[src/hw/rtl/sst_pkg.sv]
// ----------------------------------------------------------------------------
// sst_pkg: shared types and constants of the shader source tokenizer
// token kinds, lexer modes, keyword table and the token record
// ----------------------------------------------------------------------------
package sst_pkg;

   localparam int POSITION_BITS = 16;
   localparam int KEYWORD_CHARS = 9;
   localparam int KW_IDX_BITS   = $clog2(KEYWORD_CHARS);
   localparam int KW_BITS       = KEYWORD_CHARS * 8;
   localparam int KW_COUNT      = 10;

   localparam int START_BITS = 16;
   localparam int LEN_BITS   = 16;
   localparam logic [LEN_BITS-1:0] LEN_MAX = '1;

   localparam int CH_BITS   = 8;
   localparam int KIND_BITS = 5;
   localparam int TOKEN_BITS = KIND_BITS + START_BITS + LEN_BITS;
   localparam int DATA_BITS  = ((TOKEN_BITS + 7) / 8) * 8;
   localparam int DATA_PAD   = DATA_BITS - TOKEN_BITS;

   localparam int FIFO_PTR_BITS = 2;
   localparam int FIFO_DEPTH    = 1 << FIFO_PTR_BITS;
   localparam int FIFO_LVL_BITS = FIFO_PTR_BITS + 1;

   localparam logic [CH_BITS-1:0] CH_NUL      = 8'h00;
   localparam logic [CH_BITS-1:0] CH_NEWLINE  = 8'h0A;
   localparam logic [CH_BITS-1:0] CH_SPACE    = 8'h20;
   localparam logic [CH_BITS-1:0] CH_COLON    = 8'h3A;
   localparam logic [CH_BITS-1:0] CH_MINUS    = 8'h2D;
   localparam logic [CH_BITS-1:0] CH_GT       = 8'h3E;
   localparam logic [CH_BITS-1:0] CH_LT       = 8'h3C;
   localparam logic [CH_BITS-1:0] CH_EQUALS   = 8'h3D;
   localparam logic [CH_BITS-1:0] CH_DOT      = 8'h2E;
   localparam logic [CH_BITS-1:0] CH_AT       = 8'h40;
   localparam logic [CH_BITS-1:0] CH_UNDER    = 8'h5F;
   localparam logic [CH_BITS-1:0] CH_PLUS     = 8'h2B;
   localparam logic [CH_BITS-1:0] CH_STAR     = 8'h2A;
   localparam logic [CH_BITS-1:0] CH_SLASH    = 8'h2F;
   localparam logic [CH_BITS-1:0] CH_LBRACE   = 8'h7B;
   localparam logic [CH_BITS-1:0] CH_RBRACE   = 8'h7D;
   localparam logic [CH_BITS-1:0] CH_LPAREN   = 8'h28;
   localparam logic [CH_BITS-1:0] CH_RPAREN   = 8'h29;
   localparam logic [CH_BITS-1:0] CH_LBRACKET = 8'h5B;
   localparam logic [CH_BITS-1:0] CH_RBRACKET = 8'h5D;
   localparam logic [CH_BITS-1:0] CH_COMMA    = 8'h2C;

   typedef enum logic [KIND_BITS-1:0] {
      KIND_END, KIND_NEWLINE, KIND_DCOLON, KIND_COLON, KIND_ARROW, KIND_MINUS,
      KIND_IDENT, KIND_LET, KIND_DATA, KIND_INTERNAL, KIND_MAIN, KIND_INCLUDE,
      KIND_UNIFORM, KIND_IN, KIND_OUT, KIND_TYPE, KIND_NUMBER, KIND_PLUS,
      KIND_MULTIPLY, KIND_DIVIDE, KIND_GREATER, KIND_LESS, KIND_LBRACE,
      KIND_RBRACE, KIND_LPAREN, KIND_RPAREN, KIND_LBRACKET, KIND_RBRACKET,
      KIND_COMMA, KIND_EQUALS, KIND_DOT, KIND_UNKNOWN
   } kind_type;

   typedef enum logic [2:0] {
      MODE_IDLE, MODE_COLON, MODE_MINUS, MODE_GT, MODE_LT, MODE_IDENT, MODE_NUM
   } mode_type;

   typedef struct packed {
      logic [LEN_BITS-1:0]   length;
      logic [START_BITS-1:0] start;
      kind_type              kind;
      logic                  last;
   } token_type;

   typedef struct packed {
      logic      valid;
      token_type tok;
   } token_slot_type;

   typedef struct packed {
      logic                     room;
      logic                     nonempty;
      logic [FIFO_LVL_BITS-1:0] level;
   } fifo_status_type;

   typedef logic [CH_BITS-1:0] kw_buf_type [KEYWORD_CHARS];

   // keyword text left aligned, first character in the top byte
   localparam logic [KW_BITS-1:0] KW_TEXT [KW_COUNT] = '{
      KW_BITS'("let")       << (8 * (KEYWORD_CHARS - 3)),
      KW_BITS'("data")      << (8 * (KEYWORD_CHARS - 4)),
      KW_BITS'("@internal") << (8 * (KEYWORD_CHARS - 9)),
      KW_BITS'("@main")     << (8 * (KEYWORD_CHARS - 5)),
      KW_BITS'("@include")  << (8 * (KEYWORD_CHARS - 8)),
      KW_BITS'("@uniform")  << (8 * (KEYWORD_CHARS - 8)),
      KW_BITS'("@in")       << (8 * (KEYWORD_CHARS - 3)),
      KW_BITS'("@out")      << (8 * (KEYWORD_CHARS - 4)),
      KW_BITS'("float")     << (8 * (KEYWORD_CHARS - 5)),
      KW_BITS'("int")       << (8 * (KEYWORD_CHARS - 3))
   };
   localparam int KW_LEN [KW_COUNT] = '{3, 4, 9, 5, 8, 8, 3, 4, 5, 3};
   localparam kind_type KW_KIND [KW_COUNT] = '{
      KIND_LET, KIND_DATA, KIND_INTERNAL, KIND_MAIN, KIND_INCLUDE,
      KIND_UNIFORM, KIND_IN, KIND_OUT, KIND_TYPE, KIND_TYPE
   };

   function automatic kind_type ident_kind(kw_buf_type kb, logic [LEN_BITS-1:0] len);
      kind_type k;
      logic     hit;
      k = KIND_IDENT;
      for (int w = 0; w < KW_COUNT; w++) begin
         hit = (len == LEN_BITS'(KW_LEN[w]));
         for (int i = 0; i < KEYWORD_CHARS; i++) begin
            if (i < KW_LEN[w] &&
                kb[i] != KW_TEXT[w][8*(KEYWORD_CHARS-1-i) +: 8]) begin
               hit = 1'b0;
            end
         end
         if (hit) begin
            k = KW_KIND[w];
         end
      end
      return k;
   endfunction

   function automatic kind_type single_kind(logic [CH_BITS-1:0] c);
      kind_type k;
      unique case (c)
         CH_PLUS:     k = KIND_PLUS;
         CH_STAR:     k = KIND_MULTIPLY;
         CH_SLASH:    k = KIND_DIVIDE;
         CH_LBRACE:   k = KIND_LBRACE;
         CH_RBRACE:   k = KIND_RBRACE;
         CH_LPAREN:   k = KIND_LPAREN;
         CH_RPAREN:   k = KIND_RPAREN;
         CH_LBRACKET: k = KIND_LBRACKET;
         CH_RBRACKET: k = KIND_RBRACKET;
         CH_COMMA:    k = KIND_COMMA;
         CH_EQUALS:   k = KIND_EQUALS;
         CH_DOT:      k = KIND_DOT;
         default:     k = KIND_UNKNOWN;
      endcase
      return k;
   endfunction

endpackage

[src/hw/rtl/shader_source_tokenizer.sv]
// ----------------------------------------------------------------------------
// shader_source_tokenizer: streaming tokenizer for shader source text
//
//   channel   direction   beat
//   req_      in          one source byte, zero ends the text
//   rsp_      out         one token: kind, start offset, length; tlast on the
//                         final token that a byte causes
//
// one byte is taken per cycle while the token queue has room; a byte that
// closes a pending token and gives a token of its own yields two tokens,
// which the queue takes together. an input register feeds the lexer, which
// writes a four-entry token queue that drives rsp_.
// the input side stalls only while the queue lacks room for two tokens.
// reset clears the lexer and empties the queue; offsets restart at zero.
// ----------------------------------------------------------------------------
module shader_source_tokenizer (
   input  logic                          clock,
   input  logic                          reset,
   input  logic                          req_tvalid,
   output logic                          req_tready,
   input  logic [sst_pkg::CH_BITS-1:0]   req_tdata,   // ch
   output logic                          rsp_tvalid,
   input  logic                          rsp_tready,
   output logic [sst_pkg::DATA_BITS-1:0] rsp_tdata,   // token_kind, token_start, token_length
   output logic                          rsp_tlast
);
   import sst_pkg::*;

   logic               in_valid_ff, in_valid_in;
   logic [CH_BITS-1:0] in_ch_ff;

   logic            step;
   logic            pop;
   token_slot_type  flush_tok, emit_tok;
   token_type       head;
   fifo_status_type fifo_stat;

   assign step        = in_valid_ff && fifo_stat.room;
   assign req_tready  = !in_valid_ff || step;
   assign in_valid_in = (req_tvalid && req_tready) || (in_valid_ff && !step);

   always_ff @(posedge clock) begin
      if (reset) begin
         in_valid_ff <= 1'b0;
      end else begin
         in_valid_ff <= in_valid_in;
      end
   end

   always_ff @(posedge clock) begin
      if (req_tvalid && req_tready) begin
         in_ch_ff <= req_tdata;
      end
   end

   sst_lexer u_lexer (
      .clock     (clock),
      .reset     (reset),
      .step      (step),
      .ch        (in_ch_ff),
      .flush_tok (flush_tok),
      .emit_tok  (emit_tok)
   );

   sst_token_fifo u_fifo (
      .clock  (clock),
      .reset  (reset),
      .push_a (flush_tok),
      .push_b (emit_tok),
      .pop    (pop),
      .head   (head),
      .status (fifo_stat)
   );

   assign pop        = rsp_tvalid && rsp_tready;
   assign rsp_tvalid = fifo_stat.nonempty;
   assign rsp_tdata  = {{DATA_PAD{1'b0}}, head.length, head.start, head.kind};
   assign rsp_tlast  = head.last;

   a_end_closes_run: assert property (@(posedge clock) disable iff (reset)
      rsp_tvalid && head.kind == KIND_END |-> rsp_tlast && head.length == '0)
      else $error("end token without tlast or with nonzero length");

   a_pair_length: assert property (@(posedge clock) disable iff (reset)
      rsp_tvalid && (head.kind == KIND_DCOLON || head.kind == KIND_ARROW)
      |-> head.length == LEN_BITS'(2))
      else $error("two-character token with wrong length");

   a_queue_bound: assert property (@(posedge clock) disable iff (reset)
      fifo_stat.level <= FIFO_LVL_BITS'(FIFO_DEPTH))
      else $error("token queue overflow");

   a_reset_empty: assert property (@(posedge clock)
      reset |=> !rsp_tvalid && !in_valid_ff)
      else $error("beat pending right after reset");

endmodule

[src/hw/rtl/sst_lexer.sv]
// ----------------------------------------------------------------------------
// sst_lexer: tokenizer state machine
// consumes one byte per step and yields up to two tokens: the pending token
// that the byte closes, then the token that the byte itself gives
// ----------------------------------------------------------------------------
module sst_lexer (
   input  logic                        clock,
   input  logic                        reset,
   input  logic                        step,
   input  logic [sst_pkg::CH_BITS-1:0] ch,
   output sst_pkg::token_slot_type     flush_tok,
   output sst_pkg::token_slot_type     emit_tok
);
   import sst_pkg::*;

   mode_type                 mode_ff, mode_in;
   logic [POSITION_BITS-1:0] pos_ff, pos_in;
   logic [POSITION_BITS-1:0] start_ff, start_in;
   logic [LEN_BITS-1:0]      len_ff, len_in;
   logic                     dot_ff, dot_in;
   kw_buf_type               kw_ff;

   logic                   kw_we;
   logic [KW_IDX_BITS-1:0] kw_idx;

   logic        is_alpha, is_digit, is_word, starts_word, opens_pair;
   logic        used;
   logic [CH_BITS-1:0] follow;
   kind_type    pair_kind, lone_kind;
   logic        pair_mode;

   assign is_alpha    = (ch >= "a" && ch <= "z") || (ch >= "A" && ch <= "Z");
   assign is_digit    = (ch >= "0" && ch <= "9");
   assign is_word     = is_alpha || is_digit || (ch == CH_UNDER);
   assign starts_word = is_alpha || (ch == CH_AT);
   assign opens_pair  = (ch == CH_COLON) || (ch == CH_MINUS) || (ch == CH_GT) ||
                        (ch == CH_LT);

   // second character of the two-character tokens
   always_comb begin
      pair_mode = 1'b1;
      unique case (mode_ff)
         MODE_COLON: begin
            follow = CH_COLON;  pair_kind = KIND_DCOLON;  lone_kind = KIND_COLON;
         end
         MODE_MINUS: begin
            follow = CH_GT;     pair_kind = KIND_ARROW;   lone_kind = KIND_MINUS;
         end
         MODE_GT: begin
            follow = CH_EQUALS; pair_kind = KIND_GREATER; lone_kind = KIND_GREATER;
         end
         MODE_LT: begin
            follow = CH_EQUALS; pair_kind = KIND_LESS;    lone_kind = KIND_LESS;
         end
         default: begin
            follow = CH_NUL;    pair_kind = KIND_UNKNOWN; lone_kind = KIND_UNKNOWN;
            pair_mode = 1'b0;
         end
      endcase
   end

   // byte extends the pending token
   always_comb begin
      case (mode_ff)
         MODE_IDENT: used = is_word;
         MODE_NUM:   used = is_digit || (ch == CH_DOT && !dot_ff);
         default:    used = pair_mode && (ch == follow);
      endcase
   end

   // next state
   always_comb begin
      mode_in  = mode_ff;
      start_in = start_ff;
      len_in   = len_ff;
      dot_in   = dot_ff;
      kw_we    = 1'b0;
      kw_idx   = len_ff[KW_IDX_BITS-1:0];
      pos_in   = pos_ff + POSITION_BITS'(1);

      unique case (mode_ff)
         MODE_IDENT: begin
            if (used) begin
               kw_we = (len_ff < LEN_BITS'(KEYWORD_CHARS));
               if (len_ff != LEN_MAX) begin
                  len_in = len_ff + LEN_BITS'(1);
               end
            end else begin
               mode_in = MODE_IDLE;
            end
         end
         MODE_NUM: begin
            if (used) begin
               if (ch == CH_DOT) begin
                  dot_in = 1'b1;
               end
               if (len_ff != LEN_MAX) begin
                  len_in = len_ff + LEN_BITS'(1);
               end
            end else begin
               mode_in = MODE_IDLE;
            end
         end
         default: mode_in = MODE_IDLE;
      endcase

      if (!used) begin
         if (ch == CH_NUL) begin
            mode_in = MODE_IDLE;
            len_in  = '0;
            dot_in  = 1'b0;
            pos_in  = '0;
         end else if (opens_pair || starts_word || is_digit) begin
            start_in = pos_ff;
            len_in   = LEN_BITS'(1);
            if (ch == CH_COLON) begin
               mode_in = MODE_COLON;
            end else if (ch == CH_MINUS) begin
               mode_in = MODE_MINUS;
            end else if (ch == CH_GT) begin
               mode_in = MODE_GT;
            end else if (ch == CH_LT) begin
               mode_in = MODE_LT;
            end else if (starts_word) begin
               mode_in = MODE_IDENT;
               kw_we   = 1'b1;
               kw_idx  = '0;
            end else begin
               mode_in = MODE_NUM;
               dot_in  = 1'b0;
            end
         end
      end
   end

   // token outputs
   always_comb begin
      flush_tok       = '0;
      flush_tok.tok.start = START_BITS'(start_ff);
      unique case (mode_ff)
         MODE_IDENT: begin
            flush_tok.valid      = step && !used;
            flush_tok.tok.kind   = ident_kind(kw_ff, len_ff);
            flush_tok.tok.length = len_ff;
         end
         MODE_NUM: begin
            flush_tok.valid      = step && !used;
            flush_tok.tok.kind   = KIND_NUMBER;
            flush_tok.tok.length = len_ff;
         end
         default: begin
            flush_tok.valid      = step && pair_mode;
            flush_tok.tok.kind   = used ? pair_kind : lone_kind;
            flush_tok.tok.length = used ? LEN_BITS'(2) : LEN_BITS'(1);
         end
      endcase

      emit_tok            = '0;
      emit_tok.tok.start  = START_BITS'(pos_ff);
      emit_tok.tok.last   = 1'b1;
      emit_tok.valid      = step && !used && (ch != CH_SPACE) && !opens_pair &&
                            !starts_word && !is_digit;
      if (ch == CH_NUL) begin
         emit_tok.tok.kind   = KIND_END;
         emit_tok.tok.length = '0;
      end else if (ch == CH_NEWLINE) begin
         emit_tok.tok.kind   = KIND_NEWLINE;
         emit_tok.tok.length = LEN_BITS'(1);
      end else begin
         emit_tok.tok.kind   = single_kind(ch);
         emit_tok.tok.length = LEN_BITS'(1);
      end
      flush_tok.tok.last = !emit_tok.valid;
   end

   always_ff @(posedge clock) begin
      if (reset) begin
         mode_ff  <= MODE_IDLE;
         pos_ff   <= '0;
         start_ff <= '0;
         len_ff   <= '0;
         dot_ff   <= 1'b0;
      end else if (step) begin
         mode_ff  <= mode_in;
         pos_ff   <= pos_in;
         start_ff <= start_in;
         len_ff   <= len_in;
         dot_ff   <= dot_in;
      end
   end

   // first characters of the pending identifier
   always_ff @(posedge clock) begin
      if (step && kw_we) begin
         kw_ff[kw_idx] <= ch;
      end
   end

endmodule

[src/hw/rtl/sst_token_fifo.sv]
// ----------------------------------------------------------------------------
// sst_token_fifo: result queue
// takes up to two tokens a cycle, hands out one a cycle
// ----------------------------------------------------------------------------
module sst_token_fifo (
   input  logic                     clock,
   input  logic                     reset,
   input  sst_pkg::token_slot_type  push_a,
   input  sst_pkg::token_slot_type  push_b,
   input  logic                     pop,
   output sst_pkg::token_type       head,
   output sst_pkg::fifo_status_type status
);
   import sst_pkg::*;

   token_type                entry_ff [FIFO_DEPTH];
   logic [FIFO_PTR_BITS-1:0] wr_ff, wr_in;
   logic [FIFO_PTR_BITS-1:0] rd_ff, rd_in;
   logic [FIFO_LVL_BITS-1:0] level_ff, level_in;

   token_type                first_tok;
   logic                     two;
   logic [FIFO_LVL_BITS-1:0] n_push;

   always_comb begin
      first_tok = push_a.valid ? push_a.tok : push_b.tok;
      two       = push_a.valid && push_b.valid;
      n_push    = FIFO_LVL_BITS'(push_a.valid) + FIFO_LVL_BITS'(push_b.valid);
      wr_in     = wr_ff + n_push[FIFO_PTR_BITS-1:0];
      rd_in     = rd_ff + FIFO_PTR_BITS'(pop);
      level_in  = level_ff + n_push - FIFO_LVL_BITS'(pop);
   end

   always_ff @(posedge clock) begin
      if (push_a.valid || push_b.valid) begin
         entry_ff[wr_ff] <= first_tok;
      end
      if (two) begin
         entry_ff[wr_ff + FIFO_PTR_BITS'(1)] <= push_b.tok;
      end
   end

   always_ff @(posedge clock) begin
      if (reset) begin
         wr_ff    <= '0;
         rd_ff    <= '0;
         level_ff <= '0;
      end else begin
         wr_ff    <= wr_in;
         rd_ff    <= rd_in;
         level_ff <= level_in;
      end
   end

   assign head            = entry_ff[rd_ff];
   assign status.level    = level_ff;
   assign status.nonempty = (level_ff != '0);
   // room for two tokens, whatever leaves this cycle
   assign status.room     = (level_ff <= FIFO_LVL_BITS'(FIFO_DEPTH - 2));

endmodule

[config.mk]
export PLATFORM = sky130hd
export DESIGN_NAME = shader_source_tokenizer
export DESIGN_NICKNAME = d
export VERILOG_FILES = /design/src/hw/rtl/sst_pkg.sv /design/src/hw/rtl/shader_source_tokenizer.sv /design/src/hw/rtl/sst_lexer.sv /design/src/hw/rtl/sst_token_fifo.sv
export SDC_FILE = /design/constraint.sdc
export NUM_CORES = 1
export LEC_CHECK = 0
export ABC_AREA = 1
export ABC_CLOCK_PERIOD_IN_PS = 4600
export BUFFER_PORTS_ARGS = -buffer_cell sky130_fd_sc_hd__buf_2
export CAP_MARGIN = 20
export CORE_MARGIN = 1.5
export CORE_UTILIZATION = 45
export CTS_CLUSTER_DIAMETER = 30
export DETAILED_ROUTE_END_ITERATION = 16
export SLEW_MARGIN = 30
export SYNTH_ARGS = -nofsm -noshare
export SYNTH_HDL_FRONTEND = slang
export SYNTH_SLANG_ARGS = --single-unit
[constraint.sdc]
create_clock -name clock -period 4.6 [get_ports clock]
set_input_delay 1.38 -clock clock [delete_from_list [all_inputs] [get_ports clock]]
set_output_delay 1.38 -clock clock [all_outputs]
set_load 0.005 [all_outputs]
---- Word level (Yosys, flattened, before mapping) ----
Memories as Yosys holds them, arrays and structs flattened. A register that Yosys moved wholly into a read port is not among the register bits.
Cells that the tools add are included.
cells by class
  $add $sub $neg .......................... 8
  $lt $le $gt $ge ......................... 10
  equality and inequality tests ........... 70
  mux-type cells .......................... 140
  bitwise gates (word level) .............. 3
  reduce and logical (&&, ||, !) cells .... 45
operators with widths
  kind                     count
  $ne A8 B7 Y1 const B     37
  $mux W16                 8
  $eq A8 B6 Y1 const B     12
  $mux W1                  89
  $bwmux W72               1
  $mux W4                  17
  $eq A8 B7 Y1 const B     6
  $pmux W4 S12             1
  $pmux W5 S4              2
  $mux W38                 1
  $add A16 B1 Y16 const B  2
  $demux W8 S4             1
  $eq A16 B3 Y1 const B    2
  $eq A16 B4 Y1 const B    2
  $mux W3                  9
  $logic_and A1 B1 Y1      18
  $pmux W6 S3              1
  $mux W17                 1
  $eq A16 B2 Y1 const B    1
  $ge A8 B7 Y1 const B     2
  $le A8 B7 Y1 const B     2
  $lt A16 B4 Y1 const B    1
  $ne A16 B16 Y1 const B   1
  $mux W5                  3
  30 further kinds         56
word-level totals
  register bits after elaboration ......... 140
  RAM bits ................................ 152
  input port bits ......................... 12
  output and inout port bits .............. 43
  logic and storage cells ................. 296
  memories ................................ 1
memory list
  memory           depth  bits a word  read ports  clocked after memory_dff  write ports  line                  RTL
  u_fifo.entry_ff  4      38           1           1                         2            sst_token_fifo.sv:16  token_type entry_ff [FIFO_DEPTH];

---- Longest topological paths before layout ----
  word-level depth ........................ 21
  gate-level depth with buffers ........... 21
  mapped depth without buffers ............ 20

---- Modules after synthesis ----
Synthesis repeated with hierarchy kept, for this count alone.
second synthesis, totals
  cells, all modules ...................... 1930
  area total of the unflattened synthesis .. 15921.5 µm²
by module, submodules not included
  module                   times used  cells each  area an instance (µm²)  seq. area each (µm²)
  sst_token_fifo           1           964         8473.1                  4704.5
  sst_lexer                1           944         7119.3                  3203.1
  shader_source_tokenizer  1           22          329.1                   260.2

---- Worst setup path before layout ----
OpenSTA, ideal clock, no wires.
  path kind ............................... register to register
  from .................................... register in_ch_ff[0]
  to ...................................... memory u_fifo.entry_ff[2][33] in the netlist's numbering
  arrival ................................. 3798 ps
  setup slack ............................. 671 ps
  stages on the path, launching flop included .. 21
  clock period less this slack ............ 3929 ps
  cell sequence ........................... edfxtp_1 inv_1 nor2_1 nand2_1 nand3_1 nand2_1 o21ai_1 nand2_2 nand3_2 nor2_4 o21ai_0 nor2_1 inv_1 ha_1 nor3_1 inv_1 nand2_1 inv_1 clkbuf_1 nand2_1 o21ai_0
RTL lines
  element                 line                           RTL
  from (decl)             shader_source_tokenizer.sv:30  logic [CH_BITS-1:0] in_ch_ff;
  from (signal assigned)  shader_source_tokenizer.sv:52  in_ch_ff <= req_tdata;
  to (decl)               sst_token_fifo.sv:16

==> results.yml <==
timing:
  max_freq_ghz: 0.242
  finalHoldViolations: 0
  relSlewSlack_pct: 43.9
  finalSetupTns_ns: 0
  setup_violations: 0
  drv_slew: 0
  finalCritPeriodShare_pct: 89.8
  max_slew.worst_pin.slew_ns: 0.840
  period_minus_slack_ns: 4.13
  grt_setup_unrepaired: "no"
  skew_ns: 0.0296
  setup_ws_ns: 0.470
power:
  power_frac_seq_pct: 32.1
  clockPowerShare_pct: 53.6
  switchingPower_mw: 2.53
  p_int_mw: 6.71
  power_density_nw_per_um2: 535
  combPwrFrac_pct: 14.3
  p_leak_nw: 6.47
  p_sw_share_pct: 27.4
  peakVddDrop_mv: 0.395
route:
  wl_per_cell_um: 17.6
  antenna_left: 0
  post_drt_via_cell_ratio: 5.45
  drt_first_pass_iters: 7
  vias: 12400
  routed_wirelength_um: 39900
  drt_iter0_drc: 1195
  drc: 0
clocking:
  cts_resized: 0
  clock_sinks: 292
  numCtsBuffers: 69
  clock_path_buffers: 3
  clkTransAtPathRegs_ns: 0.04
  postCtsHoldBufs: 0
  tritoncts: "built"
  clk_latency_ns: 0.56
  postCtsSetupBuffers: 0
  cts_root_buffer: "clkbuf_16"
  cts_htree_levels: 3
floorplanning:
  initial_core_util_pct: 46.0
  fp.coreArea_um2: 30800
  row_count: 64
  ios: 55
  dieArea_um2: 32600
  die_y_um: 181
  die_w_um: 181
final_layout:
  drive_above_1_share_pct: 13.4
  area_growth_pct: 21.9
  final_common_cell: "nand2_1"
  most-common-layout-cells: "nand2_1 (370), nor2_1 (251), o21ai_0 (177)"
  antenna_cells: 0
  nets: 1847
  finish.utilization_pct: 56.1
min_path:
  hold_path_depth: 2
  min_path_type: "flop to flop"
critical_path:
  crit_arrival_ns: 4.52
  rrSetupSlack_ns: 0.47
  critPathLaunchType: "flop"
  cp_max_fo: 19
  crit_required_ns: 4.99
  worstSetupEndpointType: "flop"
  critPathKind: "flop to flop"
  reg2regPathDepth: 20
global_route:
  overflow: 0
  first_global_vias: 11700
  grt_pass1_wl_um: 64000
  grt_max_degree: 78
  antenna_found_initial: 0
  track_usage_pct: 24.7
logic_synthesis:
  synth_cell_types: 43
  syn_avg_cell_area_um2: 8.18
  synth_cells: 1733
  ys_async_sr_fraction_pct: 0
  synth_area_um2: 14200
  yosysWarnings: 0
  ys.flop_type: "edfxtp_1"
  seq_area_frac_synth_pct: 53.1
  synth_edf_count: 168
  synth-seq-cells: 292
placed_design:
  dpl.hpwl_um: 27100
  io_buffers: 51
  pre_cts_ws_ns: 0.494
  place_congestion: 0.920
outcome:
  status: "finished, final reports clean"
run:
  cap_violations: 0
[synthesized netlist by cell type, drive strengths merged (2+ instances only)]
library cell,instances,area share [%]
nand2,378,10
xor2,8,0.49
a211oi,2,0.11
clkbuf,55,1.5
nor2,255,6.9
buf,17,0.85
nor3,45,1.7
clkinv,3,0.079
ha,12,1.1
nor3b,2,0.11
and2,2,0.088
nand4,23,1.0
nand3,92,3.4
o21ai,201,7.6
inv,168,4.5
a21oi,59,2.1
edfxtp,168,36
nand3b,8,0.42
o22ai,102,4.5
dfxtp,124,18
[state kept, by name, summed over array words and instances (netlist names)]
register	count
u_lexer.start_ff	16
u_fifo.wr_ff	2
u_fifo.entry_ff	152
u_fifo.level_ff	3
u_fifo.rd_ff	2
in_ch_ff	8
u_lexer.kw_ff	72
u_lexer.pos_ff	16
in_valid_ff	1
u_lexer.dot_ff	1
u_lexer.len_ff	16
u_lexer.mode_ff	3
[critical path, stage by stage, from the launching register on]
cell and delay, ns:
edfxtp_1 0.70, nand2_2 0.15, nor2_1 0.16, nand3_1 0.10
nand2_1 0.13, o21ai_1 0.10, nand2_2 0.11, nand3_2 0.23
nor2_4 0.21, o21ai_0 0.11, nor2_1 0.22, ha_1 0.21
inv_1 0.13, nor3_1 0.49, inv_2 0.04, buf_4 0.22
nand2_1 0.11, buf_4 0.23, inv_2 0.16, nand2_1 0.08
o21ai_0 0.07
[logic make-up (layout without fill, tap and decap cells)]
family | after synthesis | in the layout | share of synthesized area [%]
buffers and inverters | 243 | 386 | 6.86
AND/OR/NAND/NOR | 807 | 807 | 23.8
flip-flops | 292 | 292 | 53.1
other | 1 | 3 | 0.0264
XOR/XNOR | 9 | 9 | 0.556
AO/OA/AOI/OAI | 368 | 368 | 14.5
adder cells (fa/ha/maj) | 13 | 13 | 1.20
[layout make-up]
type / count / area, um^2
timing repair buffer: 88 / 533
inverter: 171 / 644
sequential: 292 / 7530
clock buffer: 80 / 1800
clock inverter: 47 / 598
fill: 2792 / 13500
multi-input combinational: 1200 / 5690
tap: 396 / 495
[per-stage QoR]
stage	power, mW	hold slack, ns	instances	cell area [um^2]
final	9.24	0.450	2274	17300
after floorplan	3.82	0.423	1735	14200
after global placement	4.31	0.433	2145	14900
after CTS	9.30	0.451	2272	17300
after global routing	9.62	0.462	2274	17300
after detailed placement	4.33	0.440	2145	14900
[per-layer routing]
metal  wire, um  vias up  share of wire (%)  global-route usage (%)
met2      17000      476                 43                    37.1
met3       3400       74                8.5                    5.88
met5          0        -                  0                       0
met4        882        0                2.2                    8.54
li1           -     6079                  -                       -
met1      18600     5759                 47                    35.0
[worst paths after layout]
kind / startpoint / to
max: in_ch_ff[4]$_DFFE_PP_ / u_fifo.entry_ff[3][28]$_SDFFE_PP0P_
min: u_lexer.start_ff[6]$_SDFFE_PP0P_ / u_lexer.start_ff[6]$_SDFFE_PP0P_
max reg2reg: in_ch_ff[4]$_DFFE_PP_ / u_fifo.entry_ff[3][28]$_SDFFE_PP0P_
min reg2reg: u_lexer.start_ff[6]$_SDFFE_PP0P_ / u_lexer.start_ff[6]$_SDFFE_PP0P_
[power groups by stage]
stage	clock network [mW]	registers, mW	logic [mW]
5_1_grt	5.16	2.97	1.48
2_1_floorplan	0	2.98	0.834
3_3_place_gp	0	3.01	1.30
6_report	4.95	2.96	1.32
4_1_cts	5.01	2.97	1.32
3_5_place_dp	0	3.01	1.32
No activity file was read; power rests on OpenSTA's default activity.
